File: config.mk
export PLATFORM = sky130hd
export DESIGN_NAME = lpc_log_stage
export DESIGN_NICKNAME = d
export VERILOG_FILES = /design/src/hw/rtl/lpc_pkg.sv /design/src/hw/rtl/lpc_log_stage.sv
export SDC_FILE = /design/constraint.sdc
export NUM_CORES = 2
export LEC_CHECK = 0
export ABC_AREA = 1
export BUFFER_PORTS_ARGS = -buffer_cell sky130_fd_sc_hd__clkbuf_2
export CAP_MARGIN = 25
export CORE_UTILIZATION = 25
export CTS_BUF_LIST = sky130_fd_sc_hd__clkbuf_8
export DETAILED_ROUTE_END_ITERATION = 6
export PLACE_DENSITY = 0.48
export SYNTH_ARGS = -nofsm -noshare
export SYNTH_HDL_FRONTEND = slang
export SYNTH_SLANG_ARGS = --single-unit
File: constraint.sdc
create_clock -name clk_i -period 1 [get_ports clk_i]
set_clock_uncertainty 0.05 [all_clocks]
set_input_delay 0.2 -clock clk_i [delete_from_list [all_inputs] [get_ports clk_i]]
set_output_delay 0.2 -clock clk_i [all_outputs]
set_load 0.1 [all_outputs]
File: src/hw/rtl/lpc_pkg.sv
package lpc_pkg;

  localparam int unsigned PIXEL_BITS = 16;
  localparam logic [15:0] PIX_TOP    = 16'((32'd1 << PIXEL_BITS) - 32'd1);
  localparam logic [15:0] TOP_CODE   = 16'hFFFE;
  localparam logic [15:0] KNEE_RESET = 16'd40000;

  localparam int unsigned MANT_W   = 32;
  localparam int unsigned E_W      = 5;
  localparam int unsigned LOG_FRAC = 24;
  localparam int unsigned LOG_W    = E_W + LOG_FRAC;
  localparam int unsigned NUM_W    = 46;
  localparam int unsigned DEN_W    = LOG_W + 1;
  localparam int unsigned Q_W      = 17;
  localparam logic [16:0] FULL2    = 17'd131070;

  // Log lanes for the pixel (x) and the knee (k)
  typedef struct packed {
    logic                zero;
    logic                sat;
    logic [E_W-1:0]      ex;
    logic [E_W-1:0]      ek;
    logic [MANT_W-1:0]   mx;
    logic [MANT_W-1:0]   mk;
    logic [LOG_FRAC-1:0] fx;
    logic [LOG_FRAC-1:0] fk;
  } log_beat_t;

  // Long-division state
  typedef struct packed {
    logic             zero;
    logic             sat;
    logic [NUM_W-1:0] rem;
    logic [NUM_W-1:0] ds;
    logic [Q_W-1:0]   q;
  } div_beat_t;

  // One squaring step: {fraction bit, next mantissa}
  function automatic logic [MANT_W:0] sq_step(input logic [MANT_W-1:0] m);
    logic [2*MANT_W-1:0] p;
    logic [MANT_W:0]     s;
    p = {{MANT_W{1'b0}}, m} * {{MANT_W{1'b0}}, m};
    s = p[2*MANT_W-1:MANT_W-1];
    if (s[MANT_W]) begin
      return {1'b1, s[MANT_W:1]};
    end else begin
      return {1'b0, s[MANT_W-1:0]};
    end
  endfunction

  // Leading-one position of a 17-bit value
  function automatic logic [E_W-1:0] lead_one(input logic [16:0] v);
    logic [E_W-1:0] e;
    e = '0;
    for (int i = 0; i < 17; i++) begin
      if (v[i]) e = E_W'(i);
    end
    return e;
  endfunction

  // Mantissa normalized to Q1.31
  function automatic logic [MANT_W-1:0] norm(input logic [16:0] v,
                                             input logic [E_W-1:0] e);
    logic [MANT_W-1:0] w;
    w = {15'd0, v};
    return w << (5'd31 - e);
  endfunction

endpackage

File: src/hw/rtl/lpc_log_stage.sv
module lpc_log_stage (
  input  logic                  clk_i,
  input  logic                  rst_ni,
  input  logic                  en_i,
  input  logic                  valid_i,
  input  lpc_pkg::log_beat_t    beat_i,
  output logic                  valid_o,
  output lpc_pkg::log_beat_t    beat_o
);

  logic                 valid_q;
  lpc_pkg::log_beat_t   beat_d, beat_q;
  logic [lpc_pkg::MANT_W:0] sx, sk;

  // One fraction bit per lane
  always_comb begin
    sx = lpc_pkg::sq_step(beat_i.mx);
    sk = lpc_pkg::sq_step(beat_i.mk);
    beat_d    = beat_i;
    beat_d.mx = sx[lpc_pkg::MANT_W-1:0];
    beat_d.mk = sk[lpc_pkg::MANT_W-1:0];
    beat_d.fx = {beat_i.fx[lpc_pkg::LOG_FRAC-2:0], sx[lpc_pkg::MANT_W]};
    beat_d.fk = {beat_i.fk[lpc_pkg::LOG_FRAC-2:0], sk[lpc_pkg::MANT_W]};
  end

  always_ff @(posedge clk_i or negedge rst_ni) begin
    if (!rst_ni) begin
      valid_q <= 1'b0;
    end else if (en_i) begin
      valid_q <= valid_i;
    end
  end

  always_ff @(posedge clk_i) begin
    if (en_i) begin
      beat_q <= beat_d;
    end
  end

  assign valid_o = valid_q;
  assign beat_o  = beat_q;

endmodule

* Word-level counts from Yosys, hierarchy flattened
Cells that the tools add are included.
** Storage, ports and cells
- Register bits :: 125
- Word-level logic and storage cells :: 15
** Cells by class
- Muxes and demuxes :: 2
- Multipliers :: 2
** Operator list (number)
- multiplier 32 x 32 -> 64 bit :: 2
- 2-to-1 mux 33 bit :: 2

* Longest topological paths before layout
- Depth after elaboration :: 2
- Mapped depth :: 37
- Mapped depth without buffers :: 33

* Worst setup path before layout
OpenSTA, ideal clock, no wires.
- Kind :: input -> register
- Start point :: input port beat_i[62] (netlist bit)
- End point :: register beat_q (netlist bit beat_o[70]), data pin
- Setup slack :: -5.915 ns
- Cell stages on the path :: 32
- Data required time :: 0.698 ns
- Data arrival time :: 6.613 ns
- Buffers on the path :: 4
- Path through :: clkbuf_1 buf_1 nand2_1 fa_1 inv_1 fa_1 inv_1 fa_1 fa_1 inv_1 fa_1 inv_1 fa_1 inv_1 fa_1 fa_1 ha_1 nand2_1 nor2_1 nand2_1 nor2_1 nand2_1 nand2_1 nand2_1 nand2_1 nand2_2 nand2_4 inv_2 buf_6 buf_8 nand2_2 nand2_1
** On the way
- Cells in the longest elaborated chain, start to end :: 2
** RTL lines
- start, declared :: RTL line lpc_log_stage.sv:6 : input lpc_pkg::log_beat_t beat_i,
- multiplier 32 x 32 -> 64 bit :: RTL line lpc_pkg.sv:42 : p = {{MANT_W{1'b0}}, m} * {{MANT_W{1'b0}}, m};
- 2-to-1 mux 33 bit :: RTL line lpc_pkg.sv:44 : if (s[MANT_W]) begin
- named net sk (one bit) :: RTL line lpc_log_stage.sv:13 : logic [lpc_pkg::MANT_W:0] sx, sk;
- end signal, assigned :: RTL line lpc_log_stage.sv:36 : beat_q <= beat_d;
- end, declared :: RTL line lpc_log_stage.sv:12 : lpc_pkg::log_beat_t beat_d, beat_q;
The timed path passes the listed nets, and every way through them passes these cells.
A chain may end at the register's enable or synchronous reset.

* Worst setup path after layout
- Start point :: input port beat_i[100] (netlist bit)
- End point :: register beat_q (netlist bit beat_o[87]), data pin
** On the way
- Cells in the longest elaborated chain, start to end :: 2
** RTL lines (RTL line)
- multiplier 32 x 32 -> 64 bit :: lpc_pkg.sv:42
- 2-to-1 mux 33 bit :: lpc_pkg.sv:44
- named net sx (one bit) :: lpc_log_stage.sv:13
The timed path passes the listed nets, and every way through them passes these cells.

==> out/metrics.cfg <==
[finish]
fin_nets = 12001
fillers = 27771
finalNonFillerCells = 13242
fin_area_sq_um = 88310
utilization = 0.3326
areaGrowthSynthToFinish_pct = 32.03
drive_gt1_frac = 0.2158

[place]
dpl.hpwl_um = 181800
place_area_sq_um = 84460
place_inst = 13088
gp_routability_congestion = 0.8912
io_buffers = 250

[yosys]
ys_seq_area_frac = 0.05604
syn_inst = 8268
synth-edff-count = 124
netlist_top_cells_count = 2812 x inv_1, 2054 x nand2_1, 1582 x fa_1
yosysUniqueCellTypes = 43
synth_most_common_cell = inv_1
syn_area_per_cell_sq_um = 8.090
netlist_area_sq_um = 66890
synth-seq-cells = 125
ys_warn_count = 0
async_reset_ff_frac = 0.008000
yosysTopAreaCellShare = 0.4735
ys.flop_type = edfxtp_1
syn_nets = 10576
synth_top_area_cell = fa_1
synthTopCellsByArea = fa_1 47%, inv_1 16%, nand2_1 12%, ha_1 11%, edfxtp_1 5.6%

[global_routing]
antenna_found_initial = 12
grt_max_degree = 33
grt_pass1_wl_um = 333000
track_usage = 0.1568
grt_pass1_vias = 60639
overflow = 0

[route]
vias_per_cell = 4.076
drt_iter0_drc = 2650
top_layer = met5
wl_per_cell_um = 15.44
wl_met1_um = 95460
drc_errors = 0
wl_met3_um = 5989
final_antenna_net_count = 0
drt_wl_total_um = 204400
wl_met2_um = 99200
vias = 53973
dr.pass1.iters = 5

[sta]
rsz0062_at_grt = yes
hold_viol_final = 0
final.min_clock_period_ns = 6.517
final.period_utilization = 6.517
finalMaxSlewViolations = 0
setup_viol = 191
tns_ns = -415.41
relSlewSlack = 0.6732
tightestPinTransition_ns = 0.4850
timing.fmax_mhz = 153.4
setup_ws_ns = -5.517

[floorplan]
io_pins = 253
rows = 189
die_x_um = 519.3
coreArea_sq_um = 265600
die_area_sq_um = 269600
dieHeight_um = 519.3
initial_core_util = 0.2519

[worst_setup_path]
path_class = in -> reg
crit_fanout = 16
crit_slowest_cell = fa_1
worstSetupStartpointType = input port
cp_common_cell = nand2_1
required_ns = 1.27
cp_slowest_stage_delay_ns = 0.57
cp.arrival_ns = 6.78
crit_path_end_kind = register

[clocking]
cts-root-buf = clkbuf_8
cts_buffer_depth = 2
path_clk_slew_ns = 0.10
clkLatencyLatePin_ns = 0.54
cts.sinks = 125
cts_tree = built
htreeDepth = 4
cts_buffers = 17

[status]
status = finished with violations
violations = negative setup slack

[min_path]
hold_class = in -> reg

[job]
max-cap-violations = 0

[state kept, by name, summed over array words and instances, names as in the netlist]
register,cells
valid_o,1
beat_o,124
[layout by cell type (no fill, tap or decap), types with 14 or more instances in the layout]
| master | Yosys | layout |
|---|---|---|
| nand2_1 | 2054 | 1912 |
| nand2_4 | 1 | 17 |
| buf_6 | 7 | 39 |
| o21ai_1 | 1 | 17 |
| inv_1 | 2812 | 2788 |
| ha_4 | 0 | 48 |
| nor2_2 | 8 | 48 |
| nand3_2 | 1 | 14 |
| nor2_4 | 3 | 21 |
| nand4_1 | 26 | 26 |
| nor2_1 | 224 | 166 |
| a21oi_2 | 0 | 56 |
| clkbuf_2 | 0 | 100 |
| ha_1 | 598 | 550 |
| o21ai_0 | 70 | 48 |
| dlygate4sd3_1 | 0 | 62 |
| edfxtp_1 | 124 | 124 |
| nor3_1 | 29 | 15 |
| nand2_2 | 20 | 145 |
| xnor2_1 | 36 | 33 |
| clkbuf_8 | 0 | 31 |
| fa_2 | 0 | 53 |
| inv_2 | 12 | 35 |
| buf_4 | 1 | 1154 |
| a21oi_1 | 162 | 103 |
| o21bai_1 | 46 | 41 |
| buf_12 | 0 | 225 |
| nand3_1 | 119 | 105 |
| xor2_1 | 64 | 64 |
| fa_1 | 1582 | 1529 |
[final cells by class]
class / count / area [sq um] / area share
multi-input combinational: 5102 / 53590 / 0.6068
timing repair buffer: 1622 / 15500 / 0.1755
inverter: 2825 / 10610 / 0.1201
tap: 3533 / 4420 / 0.05005
sequential: 125 / 3752 / 0.04249
clock buffer: 17 / 234.0 / 0.002649
clock inverter: 15 / 200.2 / 0.002267
antenna: 3 / 7.507 / 0.00008501
[worst paths after layout]
path,start,end,slack [ns],cells past startpoint
setup / recovery,beat_i[100],beat_o[87],-5.52,33
hold / removal,beat_i[32],beat_o[33],0.31,2
setup reg to reg,valid_o,valid_o,0.06,1
hold reg to reg,valid_o,valid_o,0.58,1
max in group asynchronous,rst_ni,valid_o,0.34,3
min in group asynchronous,rst_ni,valid_o,0.44,3
[worst max-delay path, delay by kind of cell]
kind | cells | cell delay [ns]
buffers and inverters | 10 | 1.03
AO/OA/AOI/OAI | 1 | 0.24
adder cells (fa/ha/maj) | 9 | 4.28
AND/OR/NAND/NOR | 13 | 1.02
[timing repair]
action,4_1_cts,5_1_grt
buffers inserted,46,0
cloned,10,2
setup endpoints to repair,191,191
pin swaps,87,41
hold endpoints to repair,69,0
resized for setup,439,105
hold buffers,62,0
[kinds of logic (layout without fill, tap and decap cells)]
logic type | Yosys count | in the layout | synth area share
buffers and inverters | 3041 | 4479 | 0.1717
and+or+nand+nor | 2514 | 2514 | 0.1476
adders and majority gates | 2180 | 2180 | 0.5853
AOI/OAI and AO/OA | 306 | 306 | 0.02576
DFF | 125 | 125 | 0.05604
xor gates and xnor gates | 101 | 101 | 0.01334
muxes | 1 | 1 | 0.0001683
other | 0 | 3 | 0
[through the flow]
step | hold slack, ns | worst slack [ns]
2_1_floorplan | -0.1456 | -5.514
3_3_place_gp | -0.07180 | -6.435
3_5_place_dp | -0.07434 | -6.375
4_1_cts | 0.2187 | -5.430
5_1_grt | 0.2695 | -5.735
6_report | 0.3111 | -5.517
[layer usage]
| layer | up-vias | global-route usage |
|---|---|---|
| met4 | 14 | 0.02917 |
| met3 | 167 | 0.01012 |
| met2 | 871 | 0.2718 |
| met5 | - | 0 |
| li1 | 26009 | - |
| met1 | 26912 | 0.2151 |
Power is left out: the tool's default activity adds up to more than one toggle a clock period on the data nets, which glitch-free logic cannot reach.
