[src/hw/rtl/lpc_pkg.sv]
package lpc_pkg;

  localparam int unsigned PIXEL_BITS = 16;
  localparam logic [15:0] PIX_TOP    = 16'((32'd1 << PIXEL_BITS) - 32'd1);
  localparam logic [15:0] TOP_CODE   = 16'hFFFE;
  localparam logic [15:0] KNEE_RESET = 16'd40000;

  localparam int unsigned MANT_W   = 32;
  localparam int unsigned E_W      = 5;
  localparam int unsigned LOG_FRAC = 24;
  localparam int unsigned LOG_W    = E_W + LOG_FRAC;
  localparam int unsigned NUM_W    = 46;
  localparam int unsigned DEN_W    = LOG_W + 1;
  localparam int unsigned Q_W      = 17;
  localparam logic [16:0] FULL2    = 17'd131070;

  // Log lanes for the pixel (x) and the knee (k)
  typedef struct packed {
    logic                zero;
    logic                sat;
    logic [E_W-1:0]      ex;
    logic [E_W-1:0]      ek;
    logic [MANT_W-1:0]   mx;
    logic [MANT_W-1:0]   mk;
    logic [LOG_FRAC-1:0] fx;
    logic [LOG_FRAC-1:0] fk;
  } log_beat_t;

  // Long-division state
  typedef struct packed {
    logic             zero;
    logic             sat;
    logic [NUM_W-1:0] rem;
    logic [NUM_W-1:0] ds;
    logic [Q_W-1:0]   q;
  } div_beat_t;

  // One squaring step: {fraction bit, next mantissa}
  function automatic logic [MANT_W:0] sq_step(input logic [MANT_W-1:0] m);
    logic [2*MANT_W-1:0] p;
    logic [MANT_W:0]     s;
    p = {{MANT_W{1'b0}}, m} * {{MANT_W{1'b0}}, m};
    s = p[2*MANT_W-1:MANT_W-1];
    if (s[MANT_W]) begin
      return {1'b1, s[MANT_W:1]};
    end else begin
      return {1'b0, s[MANT_W-1:0]};
    end
  endfunction

  // Leading-one position of a 17-bit value
  function automatic logic [E_W-1:0] lead_one(input logic [16:0] v);
    logic [E_W-1:0] e;
    e = '0;
    for (int i = 0; i < 17; i++) begin
      if (v[i]) e = E_W'(i);
    end
    return e;
  endfunction

  // Mantissa normalized to Q1.31
  function automatic logic [MANT_W-1:0] norm(input logic [16:0] v,
                                             input logic [E_W-1:0] e);
    logic [MANT_W-1:0] w;
    w = {15'd0, v};
    return w << (5'd31 - e);
  endfunction

endpackage

[src/hw/rtl/lpc_div_stage.sv]
module lpc_div_stage (
  input  logic                  clk_i,
  input  logic                  rst_ni,
  input  logic                  en_i,
  input  logic                  valid_i,
  input  lpc_pkg::div_beat_t    beat_i,
  output logic                  valid_o,
  output lpc_pkg::div_beat_t    beat_o
);

  logic               valid_q;
  lpc_pkg::div_beat_t beat_d, beat_q;
  logic               take;

  // Restoring step: one quotient bit
  always_comb begin
    take      = beat_i.rem >= beat_i.ds;
    beat_d    = beat_i;
    beat_d.rem = take ? (beat_i.rem - beat_i.ds) : beat_i.rem;
    beat_d.ds  = beat_i.ds >> 1;
    beat_d.q   = {beat_i.q[lpc_pkg::Q_W-2:0], take};
  end

  always_ff @(posedge clk_i or negedge rst_ni) begin
    if (!rst_ni) begin
      valid_q <= 1'b0;
    end else if (en_i) begin
      valid_q <= valid_i;
    end
  end

  always_ff @(posedge clk_i) begin
    if (en_i) begin
      beat_q <= beat_d;
    end
  end

  assign valid_o = valid_q;
  assign beat_o  = beat_q;

endmodule

[config.mk]
export PLATFORM = sky130hd
export DESIGN_NAME = lpc_div_stage
export DESIGN_NICKNAME = d
export VERILOG_FILES = /design/src/hw/rtl/lpc_pkg.sv /design/src/hw/rtl/lpc_div_stage.sv
export SDC_FILE = /design/constraint.sdc
export NUM_CORES = 1
export LEC_CHECK = 0
export BUFFER_PORTS_ARGS = -buffer_cell sky130_fd_sc_hd__clkbuf_2
export CAP_MARGIN = 40
export CORE_ASPECT_RATIO = 0.75
export CORE_UTILIZATION = 52
export DETAILED_ROUTE_END_ITERATION = 10
export PLACE_DENSITY = 0.84
export SYNTH_ARGS = -nofsm -noshare
export SYNTH_HDL_FRONTEND = slang
export SYNTH_SLANG_ARGS = --single-unit
[constraint.sdc]
create_clock -name clk_i -period 0.8 [get_ports clk_i]
set_input_delay 0.08 -clock clk_i [delete_from_list [all_inputs] [get_ports clk_i]]
set_output_delay 0.08 -clock clk_i [all_outputs]
set_load 0.03 [all_outputs]
==> flow_summary.toml, run 1 <==
[outcome]
outcome = "stopped before the end"
lastStage = "global routing (5_1_grt)"
firstError = "[ERROR DPL-0038] Utilization greater than 100%, impossible to legalize"

[clocking]
cts_inserted_buffers = 9
clock_sinks = 111
clock_path_buffers = 2
htree_levels = 3
cts_root_buffer = "clkbuf_16"

[synthesis]
synth.largest_area_cell = "edfxtp_1"
synth-edff-count = 110
yosys-top-cells-count = "edfxtp_1, a21oi_1, nand2_1"
ys_seq_elements = 111
synthFlopType = "edfxtp_1"
syn_inst = 664
ys_warn_count = 0
syn_area_um2 = 6870
synth_nets = 826
netlist_top_cells_area = "edfxtp_1, ha_1, a21oi_1"
syn_area_per_cell_um2 = 10.3
synth_top_family_by_area = "compound AO/OA/AOI/OAI gates"
synth_fa_ha_area_frac = 0.0867
synthXorXnorAreaFrac = 0.0446
netlist.area_leader.share = 0.481
yosys-mux-area-fraction = 0.00656
synthSimpleGateAreaFrac = 0.127
yosysMostFrequentCell = "edfxtp_1"
synth_seq_area_share = 0.485
synth_cell_types = 68
async_flop_share = 0.00901
synth-compound-area-share = 0.198

[placement]
numPortBuffers = 224
hpwl_mm = 17.1
routabilityCongestion = 0.926

[die]
initial_core_util = 0.546
die_h_um = 102
io_pins = 227
die_x_um = 135
std_cell_rows = 35

[global_route]
grt_max_degree = 53

[sta]
postGrtWorstEndpoint = "beat_o[80]$_DFFE_PP_/D"
worst-ep-kind = "register data pin"
metrics by stage:
step / setup slack (ns) / cell area (µm²) / std cells / utilization
detailed placement: -2.01 / 9590 / 1216 / 0.763
CTS: -1.54 / 11700 / 1300 / 0.930
floorplan: -1.60 / 6940 / 664 / -
global placement: -1.94 / 9590 / 1216 / 0.763
kinds of logic after synthesis:
logic type	Yosys count
AOI/OAI and AO/OA	201
and+or+nand+nor	183
DFF	111
buffers and inverters	82
adders and majority gates	47
xor gates and xnor gates	35
muxes	4
other	1
what timing repair did:
| item | 4_1_cts |
|---|---|
| pin swaps | 12 |
| gates resized for setup | 261 |
| hold buffers | 61 |
| setup buffers | 6 |
| cloned | 2 |
| endpoints found under the hold margin | 61 |
| setup endpoints to repair | 158 |
==> inputs of run 2 (changes only) <==
--- a/config.mk
+++ b/config.mk
@@ -7,10 +7,9 @@
 export LEC_CHECK = 0
 export BUFFER_PORTS_ARGS = -buffer_cell sky130_fd_sc_hd__clkbuf_2
 export CAP_MARGIN = 40
-export CORE_ASPECT_RATIO = 0.75
-export CORE_UTILIZATION = 52
+export CORE_UTILIZATION = 40
 export DETAILED_ROUTE_END_ITERATION = 10
-export PLACE_DENSITY = 0.84
+export PLACE_DENSITY_LB_ADDON = 0.15
 export SYNTH_ARGS = -nofsm -noshare
 export SYNTH_HDL_FRONTEND = slang
 export SYNTH_SLANG_ARGS = --single-unit
==> run 2 against run 1 <==
The flow now finishes, with violations (negative setup slack). Synthesized area stayed put. Synthesized cell count stayed put.
==> flow_summary.toml, run 2 <==
[outcome]
outcome = "complete, but fails checks"
violations = "negative setup slack"

[die]
std_cell_rows = 47
die_x_um = 133
initial_core_util = 0.411
dieArea_um2 = 17700
io_pins = 227
die_h_um = 133
coreArea_um2 = 16700

[final_layout]
syn_to_final_growth_pct = 79.7
final_cells = 1375
layout.cells.most_common = "buf_4"
drive_above_1_share = 0.484
largest_register_ffs = 110
diodes = 0
final_cell_mix = "buf_4, clkbuf_2, edfxtp_1, clkbuf_8, dlygate4sd3_1"
fill_cells = 1207
nets = 1312
stdcell_area_um2 = 12300

[sta]
finalHoldViolations = 0
slew_headroom = 0.515
rsz0062_at_grt = "true"
worst_pin_slew_ns = 0.719
fin_worst_skew_ns = 0
holdWs_ns = 0.00901
setup_ws_ns = -1.50
setup_viol = 158
tns_ns = -88.59
fin_crit_ns = 2.30
clock.fmax_ghz = 0.434
fin_crit_sh = 2.88
final_max_slew_viol_count = 0

[critical_path]
start_kind = "input port"
critPathRequiredTime_ns = 0.92
reg2reg_depth = 1
r2r-end = "valid_o$_DFFE_PN0P_"
cp_max_fo = 8
endpoint_kind = "flip-flop"
cpMaxStageDelayCell = "fa_2"
cp.arrival_ns = 2.42
slowest_delay_ns = 0.34
ff2ff_setup_slack_ns = 0.01
path_delay_family = "compound AO/OA/AOI/OAI gates"
crit_top_cell = "buf_12"
cp_cell_sequence = "clkbuf_16 -> inv_12 -> ha_4 -> inv_2 -> fa_2 -> a21oi_2 -> o211ai_1 -> a21o_1 -> and4_4 -> o311ai_4 -> and2_4 -> inv_8 -> buf_12 -> buf_12 -> nor2_2 -> a21oi_1"
crit_type = "input port to flip-flop"
reg2reg_from = "valid_o$_DFFE_PN0P_"
critical_path.n_buffers_inverters = 6

[clocking]
clkTransAtPathRegs_ns = 0.09
cts_root_buffer = "clkbuf_16"
cts_tree = "built"
htree_levels = 3
insertion_delay_ns = 0.36
clock_sinks = 111
cts_inserted_buffers = 9
clock_path_buffers = 2

[placement]
dp_cells = 1277
post_dp_cell_area_um2 = 9730
hpwl_mm = 15.7
routabilityCongestion = 0.858
numPortBuffers = 224

[synthesis]
syn_inst = 664
yosys-top-cells-count = "edfxtp_1, a21oi_1, nand2_1"
ys_warn_count = 0
synth_seq_area_share = 0.485
synth_cell_types = 68
synth.largest_area_cell = "edfxtp_1"
async_flop_share = 0.00901
synth_nets = 826
synthFlopType = "edfxtp_1"
syn_area_um2 = 6870
syn_area_per_cell_um2 = 10.3
yosysMostFrequentCell = "edfxtp_1"
netlist.area_leader.share = 0.481
ys_seq_elements = 111
synth-edff-count = 110
netlist_top_cells_area = "edfxtp_1, ha_1, a21oi_1"

[detailed_routing]
ant_nets = 0
drt_iter0_drc = 348
drt-total-wl_mm = 22.0
routedWlPerCell_um = 16.0
drc = 0
vias = 6960
drt_first_pass_iters = 7
vias_per_cell = 5.06

[worst_hold_path]
whs_endpoint = "beat_o[68]$_DFFE_PP_"
min_from = "beat_i[68]"
holdCritPathClass = "input port to flip-flop"
min_path_cells = 3

[global_route]
grt_antenna_before_repair = 0
grt-ovfl-total = 0
grt_pass1_wl_mm = 33.7
grt_max_degree = 46
track_usage = 0.242
grt_pass1_vias = 6921

[power_and_ir_drop]
p_leak_uw = 0.00557
peakVddDrop_mv = 1.06
powerDensity_nw_per_um2 = 1680

[flow_run]
cap_violations = 0
## run 2: power breakdown
part / switching, µW / internal, µW
sequential: 286 / 7160
clock: 2470 / 2270
combinational: 4260 / 4240
total: 7020 / 13700
## run 2: cell type report
| cell class | count | area [µm²] | area share |
|---|---|---|---|
| clock buffer | 9 | 225 | 0.0183 |
| clock inverter | 7 | 78.8 | 0.00639 |
| inverter | 59 | 241 | 0.0196 |
| multi-input combinational | 471 | 3760 | 0.305 |
| sequential | 111 | 3330 | 0.270 |
| tap | 220 | 275 | 0.0223 |
| timing repair buffer | 498 | 4430 | 0.359 |
## run 2: worst max path at each step
stage / start / to / slack, ns / depth (start not counted)
detailed placement: beat_i[63] / beat_o[85]$_DFFE_PP_ / -2.02 / 16
floorplan: beat_i[63] / beat_o[104]$_DFFE_PP_ / -1.60 / 14
CTS: beat_i[63] / beat_o[80]$_DFFE_PP_ / -1.52 / 14
global placement: beat_i[63] / beat_o[86]$_DFFE_PP_ / -1.96 / 16
global route: beat_i[63] / beat_o[82]$_DFFE_PP_ / -1.62 / 16
finish: beat_i[63] / beat_o[81]$_DFFE_PP_ / -1.50 / 16
## run 2: stage by stage
step / worst slack (ns) / power, µW / util
2_1_floorplan: -1.60 / 11200 / -
4_1_cts: -1.52 / 20100 / 0.706
3_5_place_dp: -2.02 / 14000 / 0.583
5_1_grt: -1.62 / 21500 / 0.739
3_3_place_gp: -1.96 / 13900 / 0.583
6_report: -1.50 / 20700 / 0.739
## run 2: timing repair
item / in CTS / in global routing
setup endpoints to repair: 158 / 159
gates resized for setup: 244 / 138
buffers inserted: 8 / 9
hold buffers: 65 / 0
cloned: 1 / 0
pin swaps: 16 / 33
endpoints found under the hold margin: 65 / 0
## run 2: tightest hold or removal path, delay by kind of cell
kind	cells	cell delay, ns
buffers and inverters	1	0.10
AND/OR/NAND/NOR	2	0.10
## run 2: cells by family (layout without fill, tap and decap cells)
family	Yosys count	after routing	share of synthesized area
compound gates	201	201	0.198
simple gates	183	183	0.127
flops	111	111	0.485
buf+inv	82	573	0.0516
fa+ha+maj	47	47	0.0867
xor+xnor	35	35	0.0446
mux	4	4	0.00656
other cells	1	1	0.000546
## run 2: metal layers
| layer | vias to the layer above | track usage | wire length (µm) |
|---|---|---|---|
| met5 | - | 0 | 0 |
| met2 | 215 | 0.422 | 10800 |
| li1 | 3432 | - | - |
| met1 | 3292 | 0.305 | 9610 |
| met4 | 0 | 0.0683 | 310 |
| met3 | 21 | 0.0425 | 1250 |
Note: power is estimated with default switching activity, not from simulation.
==> inputs of run 3 (changes only) <==
--- a/config.mk
+++ b/config.mk
@@ -7,9 +7,10 @@
 export LEC_CHECK = 0
 export BUFFER_PORTS_ARGS = -buffer_cell sky130_fd_sc_hd__clkbuf_2
 export CAP_MARGIN = 40
-export CORE_UTILIZATION = 40
+export CORE_UTILIZATION = 52
 export DETAILED_ROUTE_END_ITERATION = 10
 export PLACE_DENSITY_LB_ADDON = 0.15
 export SYNTH_ARGS = -nofsm -noshare
 export SYNTH_HDL_FRONTEND = slang
 export SYNTH_SLANG_ARGS = --single-unit
+export TNS_END_PERCENT = 50
==> run 3 against run 2 <==
The run now fails in global routing (5_1_grt). Synthesized cell count did not move. Synthesized area did not move.
==> flow_summary.toml, run 3 <==
[die]
std_cell_rows = 41
io_pins = 227
initial_core_util = 0.540
die_x_um = 117
die_h_um = 117

[synthesis]
syn_area_per_cell_um2 = 10.3
ys_warn_count = 0
async_flop_share = 0.00901
synth_cell_types = 68
synth_seq_area_share = 0.485
netlist.area_leader.share = 0.481
syn_area_um2 = 6870
synthFlopType = "edfxtp_1"
syn_inst = 664
yosys-top-cells-count = "edfxtp_1, a21oi_1, nand2_1"
synth_nets = 826
ys_seq_elements = 111
netlist_top_cells_area = "edfxtp_1, ha_1, a21oi_1"
synth.largest_area_cell = "edfxtp_1"
yosysMostFrequentCell = "edfxtp_1"
synth-edff-count = 110

[outcome]
firstError = "[ERROR DPL-0038] Utilization greater than 100%, impossible to legalize"
outcome = "stopped before the end"
lastStage = "global routing (5_1_grt)"

[clocking]
cts_inserted_buffers = 9
clock_path_buffers = 2
htree_levels = 3
cts_root_buffer = "clkbuf_16"
clock_sinks = 111

[placement]
hpwl_mm = 16.6
numPortBuffers = 224
routabilityCongestion = 0.927

[sta]
postGrtWorstEndpoint = "beat_o[93]$_DFFE_PP_/D"
worst-ep-kind = "register data pin"

[global_route]
grt_max_degree = 20
run 3: cell counts after synthesis:
Identical to the previous run, type by type.
run 3: per-stage QoR:
stage	setup WS (ns)	TNS (ns)	cells	instance area [µm²]	utilization
after floorplan	-1.60	-71.69	664	6930	-
after global placement	-1.99	-88.68	1233	9660	0.759
after detailed placement	-2.12	-94.96	1233	9660	0.759
after CTS	-1.53	-92.05	1320	11700	0.923
run 3: cells by family after synthesis:
group,Yosys count,synth area share
adder cells (fa/ha/maj),47,0.0867
XOR/XNOR,35,0.0446
flip-flops,111,0.485
buffers and inverters,82,0.0516
AO/OA/AOI/OAI,201,0.198
AND/OR/NAND/NOR,183,0.127
multiplexers,4,0.00656
other,1,0.000546
run 3: timing repair:
action                                  CTS
setup buffers                             5
pin swaps                                12
gates cloned                              2
hold endpoints to repair                 64
gates resized for setup                 256
endpoints found under the setup margin  158
hold buffers                             64
